[src/hdl/mmac_pkg.sv]
// shared constants, types and helpers of the matrix multiply-accumulate engine
package mmac_pkg;

	localparam int MAX_DIM     = 8;
	localparam int FRAC_BITS   = 16;
	localparam int DATA_W      = 32;
	localparam int FIELD_IDX_W = 3;
	localparam int FUNC_W      = 3;
	localparam int CNT_W       = 4;
	localparam int CFG_IDX_W   = 3;
	localparam int TDATA_W     = 40;

	localparam int IDX_W     = (MAX_DIM > 1) ? $clog2(MAX_DIM) : 1;
	localparam int DIM_W     = $clog2(MAX_DIM + 1);
	localparam int DEPTH     = MAX_DIM * MAX_DIM;
	localparam int ADDR_W    = (DEPTH > 1) ? $clog2(DEPTH) : 1;
	localparam int PROD_W    = 2 * DATA_W;
	localparam int ACC_W     = PROD_W + $clog2(MAX_DIM) + 1;
	localparam int SCL_STEPS = (ACC_W + DATA_W - 1) / DATA_W;
	localparam int STEP_W    = (SCL_STEPS > 1) ? $clog2(SCL_STEPS) : 1;
	localparam int EXT_W     = SCL_STEPS * DATA_W;
	localparam int RES_W     = ACC_W + DATA_W;
	localparam int SHIFT     = 2 * FRAC_BITS;

	localparam logic [CNT_W-1:0]  RST_DIM   = CNT_W'(8);
	localparam logic [DATA_W-1:0] RST_ALPHA = DATA_W'(1) << FRAC_BITS;

	typedef enum logic [FUNC_W-1:0] {
		FN_WR_A    = 3'd0,
		FN_WR_B    = 3'd1,
		FN_WR_C    = 3'd2,
		FN_COMPUTE = 3'd3,
		FN_RD_C    = 3'd4
	} func_t;

	typedef enum logic [CFG_IDX_W-1:0] {
		CFG_ROWS  = 3'd0,
		CFG_INNER = 3'd1,
		CFG_COLS  = 3'd2,
		CFG_ALPHA = 3'd3,
		CFG_ACC   = 3'd4
	} cfg_reg_t;

	typedef struct packed {
		logic [CNT_W-1:0]  rows;
		logic [CNT_W-1:0]  inner;
		logic [CNT_W-1:0]  cols;
		logic [DATA_W-1:0] alpha;
		logic              acc_mode;
	} cfg_t;

	typedef struct packed {
		logic                   a_we;
		logic                   b_we;
		logic                   c_we;
		logic                   c_wr_sel;
		logic [ADDR_W-1:0]      wr_addr;
		logic                   a_rd_en;
		logic                   b_rd_en;
		logic                   c_rd_en;
		logic [ADDR_W-1:0]      a_rd_addr;
		logic [ADDR_W-1:0]      b_rd_addr;
		logic [ADDR_W-1:0]      c_rd_addr;
		logic                   mac_issue;
		logic                   acc_clr;
		logic                   scl_issue;
		logic [STEP_W-1:0]      scl_step;
		logic                   sat_en;
		logic                   out_load;
		logic [FIELD_IDX_W-1:0] out_row;
		logic [FIELD_IDX_W-1:0] out_col;
	} cmd_t;

	typedef struct packed {
		logic out_free;
	} sts_t;

	function automatic logic [ADDR_W-1:0] mk_addr(input logic [IDX_W-1:0] r,
		input logic [IDX_W-1:0] c);
		logic [ADDR_W-1:0] a;
		a = ADDR_W'(r) * ADDR_W'(MAX_DIM) + ADDR_W'(c);
		return a;
	endfunction

endpackage

[src/hdl/mmac_ctrl.sv]
// controller: item decode and element / inner-product sequencing
module mmac_ctrl import mmac_pkg::*; (
	input  logic                   clk,
	input  logic                   arst_n,
	input  cfg_t                   cfg,
	input  logic                   s_valid,
	output logic                   s_ready,
	input  logic [FUNC_W-1:0]      func,
	input  logic [FIELD_IDX_W-1:0] row_index,
	input  logic [FIELD_IDX_W-1:0] col_index,
	input  sts_t                   sts,
	output cmd_t                   cmd
);

	typedef enum logic [3:0] {
		ST_IDLE,
		ST_RD_WAIT,
		ST_START,
		ST_MAC,
		ST_DRAIN,
		ST_SCALE,
		ST_SFLUSH,
		ST_FIN,
		ST_WRC
	} state_t;

	state_t                 state_q, state_d;
	logic [IDX_W-1:0]       i_q, i_d;
	logic [IDX_W-1:0]       j_q, j_d;
	logic [IDX_W-1:0]       k_q, k_d;
	logic [STEP_W-1:0]      cnt_q, cnt_d;
	logic [FIELD_IDX_W-1:0] rd_row_q, rd_row_d;
	logic [FIELD_IDX_W-1:0] rd_col_q, rd_col_d;

	logic [DIM_W-1:0]  rows_eff;
	logic [DIM_W-1:0]  inner_eff;
	logic [DIM_W-1:0]  cols_eff;
	logic              accept;
	logic              r_in_rows;
	logic              r_in_inner;
	logic              c_in_inner;
	logic              c_in_cols;
	logic [ADDR_W-1:0] in_addr;
	logic [ADDR_W-1:0] el_addr;

	function automatic logic [DIM_W-1:0] eff_dim(input logic [CNT_W-1:0] n);
		logic [DIM_W-1:0] d;
		if (int'(n) > MAX_DIM) begin
			d = DIM_W'(MAX_DIM);
		end else begin
			d = DIM_W'(n);
		end
		return d;
	endfunction

	always_comb begin
		rows_eff   = eff_dim(cfg.rows);
		inner_eff  = eff_dim(cfg.inner);
		cols_eff   = eff_dim(cfg.cols);
		s_ready    = (state_q == ST_IDLE);
		accept     = s_valid && s_ready;
		r_in_rows  = int'(row_index) < int'(rows_eff);
		r_in_inner = int'(row_index) < int'(inner_eff);
		c_in_inner = int'(col_index) < int'(inner_eff);
		c_in_cols  = int'(col_index) < int'(cols_eff);
		in_addr    = mk_addr(IDX_W'(row_index), IDX_W'(col_index));
		el_addr    = mk_addr(i_q, j_q);
	end

	always_comb begin
		cmd      = '0;
		state_d  = state_q;
		i_d      = i_q;
		j_d      = j_q;
		k_d      = k_q;
		cnt_d    = cnt_q;
		rd_row_d = rd_row_q;
		rd_col_d = rd_col_q;
		cmd.wr_addr   = in_addr;
		cmd.c_rd_addr = in_addr;
		cmd.a_rd_addr = mk_addr(i_q, k_q);
		cmd.b_rd_addr = mk_addr(k_q, j_q);
		cmd.scl_step  = cnt_q;
		cmd.out_row   = rd_row_q;
		cmd.out_col   = rd_col_q;
		unique case (state_q)
			ST_IDLE: begin
				if (accept) begin
					unique case (func_t'(func))
						FN_WR_A: begin
							cmd.a_we = r_in_rows && c_in_inner;
						end
						FN_WR_B: begin
							cmd.b_we = r_in_inner && c_in_cols;
						end
						FN_WR_C: begin
							cmd.c_we = r_in_rows && c_in_cols;
						end
						FN_COMPUTE: begin
							if (rows_eff != '0 && cols_eff != '0) begin
								i_d     = '0;
								j_d     = '0;
								state_d = ST_START;
							end
						end
						FN_RD_C: begin
							if (r_in_rows && c_in_cols) begin
								cmd.c_rd_en = 1'b1;
								rd_row_d    = row_index;
								rd_col_d    = col_index;
								state_d     = ST_RD_WAIT;
							end
						end
						default: ;
					endcase
				end
			end
			ST_RD_WAIT: begin
				if (sts.out_free) begin
					cmd.out_load = 1'b1;
					state_d      = ST_IDLE;
				end
			end
			ST_START: begin
				// old C(i,j) is fetched here and held for the final add
				cmd.acc_clr   = 1'b1;
				cmd.c_rd_en   = 1'b1;
				cmd.c_rd_addr = el_addr;
				k_d           = '0;
				cnt_d         = '0;
				state_d       = (inner_eff == '0) ? ST_DRAIN : ST_MAC;
			end
			ST_MAC: begin
				cmd.a_rd_en   = 1'b1;
				cmd.b_rd_en   = 1'b1;
				cmd.mac_issue = 1'b1;
				if (DIM_W'(k_q) == inner_eff - DIM_W'(1)) begin
					cnt_d   = '0;
					state_d = ST_DRAIN;
				end else begin
					k_d = k_q + IDX_W'(1);
				end
			end
			ST_DRAIN: begin
				// read and product stages empty into the accumulator
				if (cnt_q == STEP_W'(1)) begin
					cnt_d   = '0;
					state_d = ST_SCALE;
				end else begin
					cnt_d = cnt_q + STEP_W'(1);
				end
			end
			ST_SCALE: begin
				cmd.scl_issue = 1'b1;
				if (cnt_q == STEP_W'(SCL_STEPS - 1)) begin
					state_d = ST_SFLUSH;
				end else begin
					cnt_d = cnt_q + STEP_W'(1);
				end
			end
			ST_SFLUSH: begin
				state_d = ST_FIN;
			end
			ST_FIN: begin
				cmd.sat_en = 1'b1;
				state_d    = ST_WRC;
			end
			ST_WRC: begin
				cmd.c_we     = 1'b1;
				cmd.c_wr_sel = 1'b1;
				cmd.wr_addr  = el_addr;
				state_d      = ST_START;
				if (DIM_W'(j_q) == cols_eff - DIM_W'(1)) begin
					j_d = '0;
					if (DIM_W'(i_q) == rows_eff - DIM_W'(1)) begin
						state_d = ST_IDLE;
					end else begin
						i_d = i_q + IDX_W'(1);
					end
				end else begin
					j_d = j_q + IDX_W'(1);
				end
			end
			default: begin
				state_d = ST_IDLE;
			end
		endcase
	end

	always_ff @(posedge clk or negedge arst_n) begin
		if (!arst_n) begin
			state_q  <= ST_IDLE;
			i_q      <= '0;
			j_q      <= '0;
			k_q      <= '0;
			cnt_q    <= '0;
			rd_row_q <= '0;
			rd_col_q <= '0;
		end else begin
			state_q  <= state_d;
			i_q      <= i_d;
			j_q      <= j_d;
			k_q      <= k_d;
			cnt_q    <= cnt_d;
			rd_row_q <= rd_row_d;
			rd_col_q <= rd_col_d;
		end
	end

	a_one_write: assert property (@(posedge clk) disable iff (!arst_n)
		$onehot0({cmd.a_we, cmd.b_we, cmd.c_we}))
		else $error("more than one store written in a cycle");

	a_result_write_busy: assert property (@(posedge clk) disable iff (!arst_n)
		(cmd.c_we && cmd.c_wr_sel) |-> !s_ready)
		else $error("computed C written while input side is open");

	a_out_load_free: assert property (@(posedge clk) disable iff (!arst_n)
		cmd.out_load |-> sts.out_free)
		else $error("result register overwritten before transfer");

	a_mac_in_range: assert property (@(posedge clk) disable iff (!arst_n)
		cmd.mac_issue |-> (int'(k_q) < int'(inner_eff) && int'(j_q) < int'(cols_eff)
			&& int'(i_q) < int'(rows_eff)))
		else $error("inner product index outside configured size");

	a_start_after_compute: assert property (@(posedge clk) disable iff (!arst_n)
		(accept && func == FN_COMPUTE && rows_eff != '0 && cols_eff != '0)
			|=> (state_q == ST_START && i_q == '0 && j_q == '0))
		else $error("compute did not start at the first element");

endmodule

[config.mk]
export PLATFORM = sky130hd
export DESIGN_NAME = mmac_ctrl
export DESIGN_NICKNAME = d
export VERILOG_FILES = /design/src/hdl/mmac_pkg.sv /design/src/hdl/mmac_ctrl.sv
export SDC_FILE = /design/constraint.sdc
export NUM_CORES = 1
export LEC_CHECK = 0
export BUFFER_PORTS_ARGS = -buffer_cell sky130_fd_sc_hd__buf_4
export CELL_PAD_IN_SITES_DETAIL_PLACEMENT = 0
export CELL_PAD_IN_SITES_GLOBAL_PLACEMENT = 1
export CORE_UTILIZATION = 32
export CTS_CLUSTER_SIZE = 25
export DETAILED_ROUTE_END_ITERATION = 10
export PLACE_DENSITY = 0.9
export SETUP_SLACK_MARGIN = 0.02
export SLEW_MARGIN = 5
export SYNTH_ARGS = -nofsm -noshare
export SYNTH_HDL_FRONTEND = slang
export SYNTH_SLANG_ARGS = --single-unit
[constraint.sdc]
create_clock -name clk -period 2.2 [get_ports clk]
set_input_delay 0 -clock clk [delete_from_list [all_inputs] [get_ports clk]]
set_output_delay 0 -clock clk [all_outputs]
set_load 0.005 [all_outputs]
==> results of run 1 <==
==> metal layers <==
metal  track usage  up-vias  share of wire
met5             0        -              0
met4       0.04821        0         0.0078
met3       0.02273        4          0.060
met2        0.2805       57           0.46
met1        0.2308      860           0.48
li1              -      945              -
==> timing repair <==
| item | CTS | global route |
|---|---|---|
| hold buffers | 1 | 0 |
| gates resized for setup | 0 | 0 |
| hold endpoints to repair | 21 | 0 |
==> layout by cell type (no fill, tap or decap), types with 4 or more instances in the layout <==
cell       n
a21oi_1    7
buf_4     78
dfrtp_1   21
ha_1      18
inv_1     14
mux2_2     6
mux2_4     6
nand2_1   34
nand2b_1  14
nor2_1    21
nor3_1     6
nor3b_1    4
o21ai_0   16
xnor2_1    6
xor2_1     5
==> registers in the layout, indices dropped and copies added (netlist names) <==
register,flops
state_q,4
i_q,3
j_q,3
k_q,3
rd_col_q,3
rd_row_q,3
cnt_q,2
==> cell families (layout without fill, tap and decap cells) <==
logic type	after synthesis	after routing	share of synthesized area
compound gates	44	44	0.1561
xor+xnor	11	11	0.04886
fa+ha+maj	18	18	0.1142
buf+inv	26	97	0.06726
flops	21	21	0.2665
mux	15	15	0.09581
simple gates	97	97	0.2513
==> how the worst min path moves through the flow <==
stage            startpoint                      end  slack, ns  cells after the start
6_report       row_index[1]  rd_row_q[1]$_DFFE_PN0P_      0.004                      2
5_1_grt        row_index[1]  rd_row_q[1]$_DFFE_PN0P_       0.01                      2
4_1_cts        row_index[1]  rd_row_q[1]$_DFFE_PN0P_      0.007                      2
3_5_place_dp         arst_n  rd_row_q[1]$_DFFE_PN0P_      -0.08                      1
3_3_place_gp         arst_n  rd_col_q[1]$_DFFE_PN0P_      -0.09                      1
2_1_floorplan        arst_n     cnt_q[0]$_DFFE_PN0P_      -0.30                      0
==> per-stage QoR <==
step / cell area (um^2) / instances / hold slack (ns) / power (W)
after floorplan: 1972 / 232 / -0.2956 / 0.001466
after global placement: 2571 / 373 / -0.09205 / 0.001982
after detailed placement: 2571 / 373 / -0.08139 / 0.002016
after CTS: 2626 / 378 / 0.007013 / 0.002299
after global routing: 2626 / 378 / 0.01082 / 0.002483
final: 2626 / 378 / 0.004373 / 0.002279
==> layout make-up <==
class,instances,share of cell area
multi-input cells,185,0.5002
clock buffers,4,0.01715
repair buffers,79,0.2268
well taps,75,0.03573
flip-flops and latches,21,0.2001
inverters,14,0.02001
==> critical path: stages, from the launching register on <==
cell,delay (ns)
dfrtp_1,0.39
nor3_1,0.27
nand3_1,0.18
or3_1,0.53
o21ai_0,0.15
buf_4,0.14
==> power breakdown <==
group	internal (W)	switching [W]
Sequential	0.000522	0.000149
Combinational	0.000719	0.000617
Clock	0.000129	0.000142
Total	0.00137	0.000909
==> summary.txt, run 1 <==
Logic synthesis
  • Share of flip-flops with an asynchronous set or reset: 1.000
  • Synth top cells by count: nand2_1 (34), dfrtp_1 (21), nor2_1 (21)
  • Synth Instances: about 230
  • Top-area cell type share of the netlist area: 0.2665
  • Yosys cell types: 47
  • Count leader, synth: nand2_1
  • Ranking of synthesized cells by area: dfrtp_1 (27%), ha_1 (11%), nand2_1 (6.5%)
  • Post-synth EDFFs: 0
  • Synth Area per Inst: roughly 8.5 um^2
  • Yosys synthesis warning count: 0
  • Top_reg_cell synth: dfrtp_1
  • Syn Nets: 308
  • Register area share after synthesis: 0.2665
  • Post-synthesis register bit count: 21
  • Area leader, netlist: dfrtp_1
  • Mapped Area: just under 0.002 mm^2

Finish
  • Finished Core Util: 0.4436
  • Area grow syn2layout: 33.19%
  • Footprint of the multi-input gates: 0.001314 mm^2
  • Filler cells: 623
  • Share of post-route cells with drive strength above 1: 0.3333
  • Antenna diode count: 0
  • Layout Nets: 380
  • Register area: around 530 um^2

Placement
  • # port buffers: 69
  • GPL Wtd Cong: 0.8346
  • DP Wirelength: 4128 um
  • Pre-CTS setup slack: 0.03176 ns

Worst setup path
  • Endpoint type of the worst setup path: primary output
  • Reg2reg setup slack: ~0.3 ns
  • CP arrival: 1.93 ns
  • Worst R2R End: state_q[0]$_DFFE_PN0P_
  • CP endpoint: cmd[31]
  • CP startpoint kind: flip-flop
  • Crit path kind: flip-flop to primary output
  • R2R Path Start: state_q[3]$_DFFE_PN0P_
  • R2r worst-path depth: 6
  • Data required, critical path: 2.20 ns
  • CP max FO: 7
  • Crit path from: state_q[1]$_DFFE_PN0P_

Die
  • Initial Util: 0.3331
  • I/O Pins: 103
  • Row count: 28
  • Die width: approximately 81 um
  • Die H: just over 80 um
  • Die Footprint: 0.006480 mm^2
  • Core box area: 0.005921 mm^2

Clock tree
  • CTS sink count: 21
  • Total CTS buffers: 3
  • Clock buffer depth: 2
  • Clk Tree Root Cell: clkbuf_8
  • Postcts setup bufs: 0
  • Worst-path clk slew: 0.09 ns
  • H-tree depth: 1
  • Clk Latency, worst-skew pair: 0.27 ns
  • CTS tree: yes

Routing
  • Detail Route Antenna Nets: 0
  • Initial DRC count: 94
  • DRC viols: 0
  • Drt total wl: 5270 um
  • Drt first pass iters: 4
  • Via Count: ~1900
  • Via-to-Cell Ratio: 4.937
  • WL/cell: approximately 14 um

Timing
  • Final setup viols: 0
  • Worst slew pin tran: 0.4958 ns
  • Clock Skews: 0.004720 ns
  • Final hold violations: 0
  • Slew Limit Headroom: 0.6651
  • Max Freq: 517.8 MHz
  • Tcrit/Tclk final: 0.8778
  • RSZ-0062 raised after global routing: false
  • Final Max Slew Viols: 0
  • TNS Setup: 0 ns
  • Final Critical Period: 1.931 ns
  • Final worst slack: 0.2688 ns

Power
  • Maximum VDD drop: 0.0003441 V
  • LEAKAGE: 1.310 nW
  • Pwr dens: approximately 870 mW/mm^2

Run status
  • Outcome: finished clean

Global routing
  • Number of global-route vias before repair: roughly 1800
  • GRT Total Usage: 0.1706
  • Largest net degree at the start of global routing: 22
  • Initial antenna violation count: 0
  • First-pass GRT wire length: about 8600 um
  • GRT overflow: 0

Run
  • Max-cap violations: 0

Min path
  • HP Class: input port to flip-flop
No activity file was read; power rests on OpenSTA's default activity.
==> run 2: changes to the inputs <==
--- a/config.mk
+++ b/config.mk
@@ -7,11 +7,12 @@
 export LEC_CHECK = 0
 export BUFFER_PORTS_ARGS = -buffer_cell sky130_fd_sc_hd__buf_4
 export CELL_PAD_IN_SITES_DETAIL_PLACEMENT = 0
-export CELL_PAD_IN_SITES_GLOBAL_PLACEMENT = 1
-export CORE_UTILIZATION = 32
+export CELL_PAD_IN_SITES_GLOBAL_PLACEMENT = 2
+export CORE_UTILIZATION = 25
 export CTS_CLUSTER_SIZE = 25
 export DETAILED_ROUTE_END_ITERATION = 10
-export PLACE_DENSITY = 0.9
+export GPL_TIMING_DRIVEN = 1
+export PLACE_DENSITY = 0.91
 export SETUP_SLACK_MARGIN = 0.02
 export SLEW_MARGIN = 5
 export SYNTH_ARGS = -nofsm -noshare
==> run 2 against run 1 <==
Against the previous run: clock power is 4% lower; core utilization is 9.4 points lower; via count is 0.16% higher; global-route usage is 3.5 points lower; cell count is 7.9% higher; sequential power hardly changed; critical endpoint is now cmd[43]; die area is 27% higher.
==> summary.txt, run 2 (synthesis gave the netlist of run 1 again) <==
Run status
  • Outcome: finished clean

Worst setup path
  • Delay of the slowest cell on the worst path: 0.44 ns (-0.09 ns)
  • Reg2reg setup slack: 0.39 ns (+0.09 ns)
  • Most frequent CP cell: nor3_1
  • CP arrival: 1.94 ns (about the same)
  • CP max FO: 6 (-1)
  • Data required, critical path: 2.20 ns (about the same)
  • Endpoint type of the worst setup path: primary output
  • Crit path kind: flip-flop to primary output
  • CP startpoint kind: flip-flop
  • CP max-delay cell: dfrtp_1
  • CP Cell Sequence: nor3_1, nand3_1, nor3_1, nor4b_1, buf_4

Clock tree
  • CTS sink count: 21 (unchanged)
  • Postcts setup bufs: 0 (unchanged)
  • CTS resizes: 0 (unchanged)
  • Total CTS buffers: 3 (unchanged)
  • CTS tree: yes
  • Clock buffer depth: 2 (unchanged)
  • CTS Hold Bufs: 1 (unchanged)
  • Worst-path clk slew: 0.08 ns (about the same)
  • H-tree depth: 1 (unchanged)
  • Clk Latency, worst-skew pair: 0.26 ns (about the same)
  • Clk Tree Root Cell: clkbuf_8

Min path
  • HP Class: input port to flip-flop

Die
  • Row count: 32 (+14%)
  • Core box area: 0.007687 mm^2 (+30%)
  • Die H: 90.81 um (+13%)
  • Die width: 90.81 um (+13%)
  • I/O Pins: 103 (unchanged)
  • Die Footprint: 0.008246 mm^2 (+27%)
  • Initial Util: 0.2565 (-0.07654)

Global routing
  • GRT Total Usage: 0.1357 (-0.03493)
  • GRT overflow: 0 (unchanged)
  • Initial antenna violation count: 0 (unchanged)
  • Number of global-route vias before repair: 1830 (+0.38%)
  • First-pass GRT wire length: 9032 um (+5.1%)
  • Largest net degree at the start of global routing: 22 (unchanged)

Routing
  • Via Count: 1869 (+0.16%)
  • Drt total wl: 5471 um (+3.8%)
  • DRC viols: 0 (unchanged)
  • WL/cell: 13.41 um (-3.8%)
  • Via-to-Cell Ratio: 4.581 (-7.2%)
  • Detail Route Antenna Nets: 0 (unchanged)
  • Drt first pass iters: 4 (unchanged)
  • Initial DRC count: 63 (-33%)

Timing
  • Final worst slack: 0.2605 ns (-0.008235 ns)
  • Max Freq: 515.6 MHz (-0.42%)
  • Worst slew pin tran: 0.6137 ns (+0.1178 ns)
  • Tcrit/Tclk final: 0.8816 (+0.003743)
  • Final Max Slew Viols: 0 (unchanged)
  • Final setup viols: 0 (unchanged)
  • Slew Limit Headroom: 0.5855 (-0.07959)
  • Clock Skews: 0.004913 ns (+0.0001926 ns)
  • RSZ-0062 raised after global routing: false
  • TNS Setup: 0 ns (unchanged)
  • Final hold violations: 0 (unchanged)
  • Final Critical Period: 1.939 ns (+0.008235 ns)

Placement
  • # port buffers: 69 (unchanged)
  • Pre-CTS setup slack: 0.07077 ns (+0.03901 ns)
  • DP Wirelength: 4373 um (+5.9%)
  • GPL Wtd Cong: 0.7443 (-11%)

Finish
  • Biggest register: state_q
  • Most frequent cells in the layout: buf_4 (81), nand2_1 (34), nor2_1 (21), dfrtp_1 (21), ha_1 (18)
  • Max reg flops: 4 (unchanged)
  • Layout Nets: 383 (+0.79%)
  • Area grow syn2layout: 36.10%
  • Commonest non-fill, non-tap cell in the layout: buf_4
  • Antenna diode count: 0 (unchanged)
  • Share of post-route cells with drive strength above 1: 0.3431 (+0.009804)

Power
  • LEAKAGE: 1.327 nW (+1.3%)
  • Maximum VDD drop: 0.0002936 V (-15%)
  • Pwr dens: 845.9 mW/mm^2 (-2.5%)

Run
  • Max-cap violations: 0 (unchanged)
==> run 2: changes by cell type in the layout (fill, tap and decap cells not counted) <==
| cell | previous run | this run |
|---|---|---|
| buf_4 | 78 | 81 |
| clkbuf_1 | 1 | 0 |
| clkinv_2 | 0 | 1 |
==> run 2: critical path: cells and delay by family, from the launching register on <==
family                 cells  cell delay [ns]
AND/OR/NAND/NOR            4             1.05
buffers and inverters      1             0.19
flip-flops                 1             0.44
==> run 2: area by class of cell <==
| cell class | count | area, um^2 |
|---|---|---|
| timing repair buffer | 82 | 618.1 |
| tap | 102 | 127.6 |
| multi-input combinational | 185 | 1314 |
| clock buffer | 3 | 41.29 |
| clock inverter | 1 | 5.005 |
| inverter | 14 | 52.55 |
| sequential | 21 | 525.5 |
| fill | 856 | 5004 |
==> run 2: path summary, 6_finish.rpt <==
check,startpoint,endpoint,cells past startpoint
setup / recovery,state_q[2]$_DFFE_PN0P_,cmd[43],5
hold / removal,col_index[0],rd_col_q[0]$_DFFE_PN0P_,2
setup reg to reg,state_q[2]$_DFFE_PN0P_,rd_row_q[0]$_DFFE_PN0P_,5
max in group asynchronous,arst_n,rd_col_q[1]$_DFFE_PN0P_,2
min in group asynchronous,arst_n,cnt_q[1]$_DFFE_PN0P_,2
hold reg to reg,rd_row_q[0]$_DFFE_PN0P_,rd_row_q[0]$_DFFE_PN0P_,1
==> run 2: layer usage <==
metal,up-vias,track usage,wire [um]
li1,952,-,-
met1,863,0.1914,2780
met2,46,0.2191,2448
met3,8,0.01347,159
met4,0,0.03836,82
met5,-,0,0
==> run 2: report_power, final <==
part | switching [W] | internal (W) | leakage (nW)
combinational | 0.000619 | 0.000721 | 1.03
clock | 0.000134 | 0.000126 | 0.0255
sequential | 0.000147 | 0.000522 | 0.276
==> run 2: stage by stage <==
step                      cell area (um^2)  power (W)    util  cells  hold WS [ns]
after detailed placement              2628   0.002023  0.3418    403      -0.09111
after global placement                2628   0.002005  0.3418    403      -0.09811
after CTS                             2684   0.002296  0.3491    408       0.01280
final                                 2684   0.002270  0.3491    408       0.01055
after floorplan                       1972   0.001466       -    232       -0.2956
after global routing                  2684   0.002487  0.3491    408      0.007081
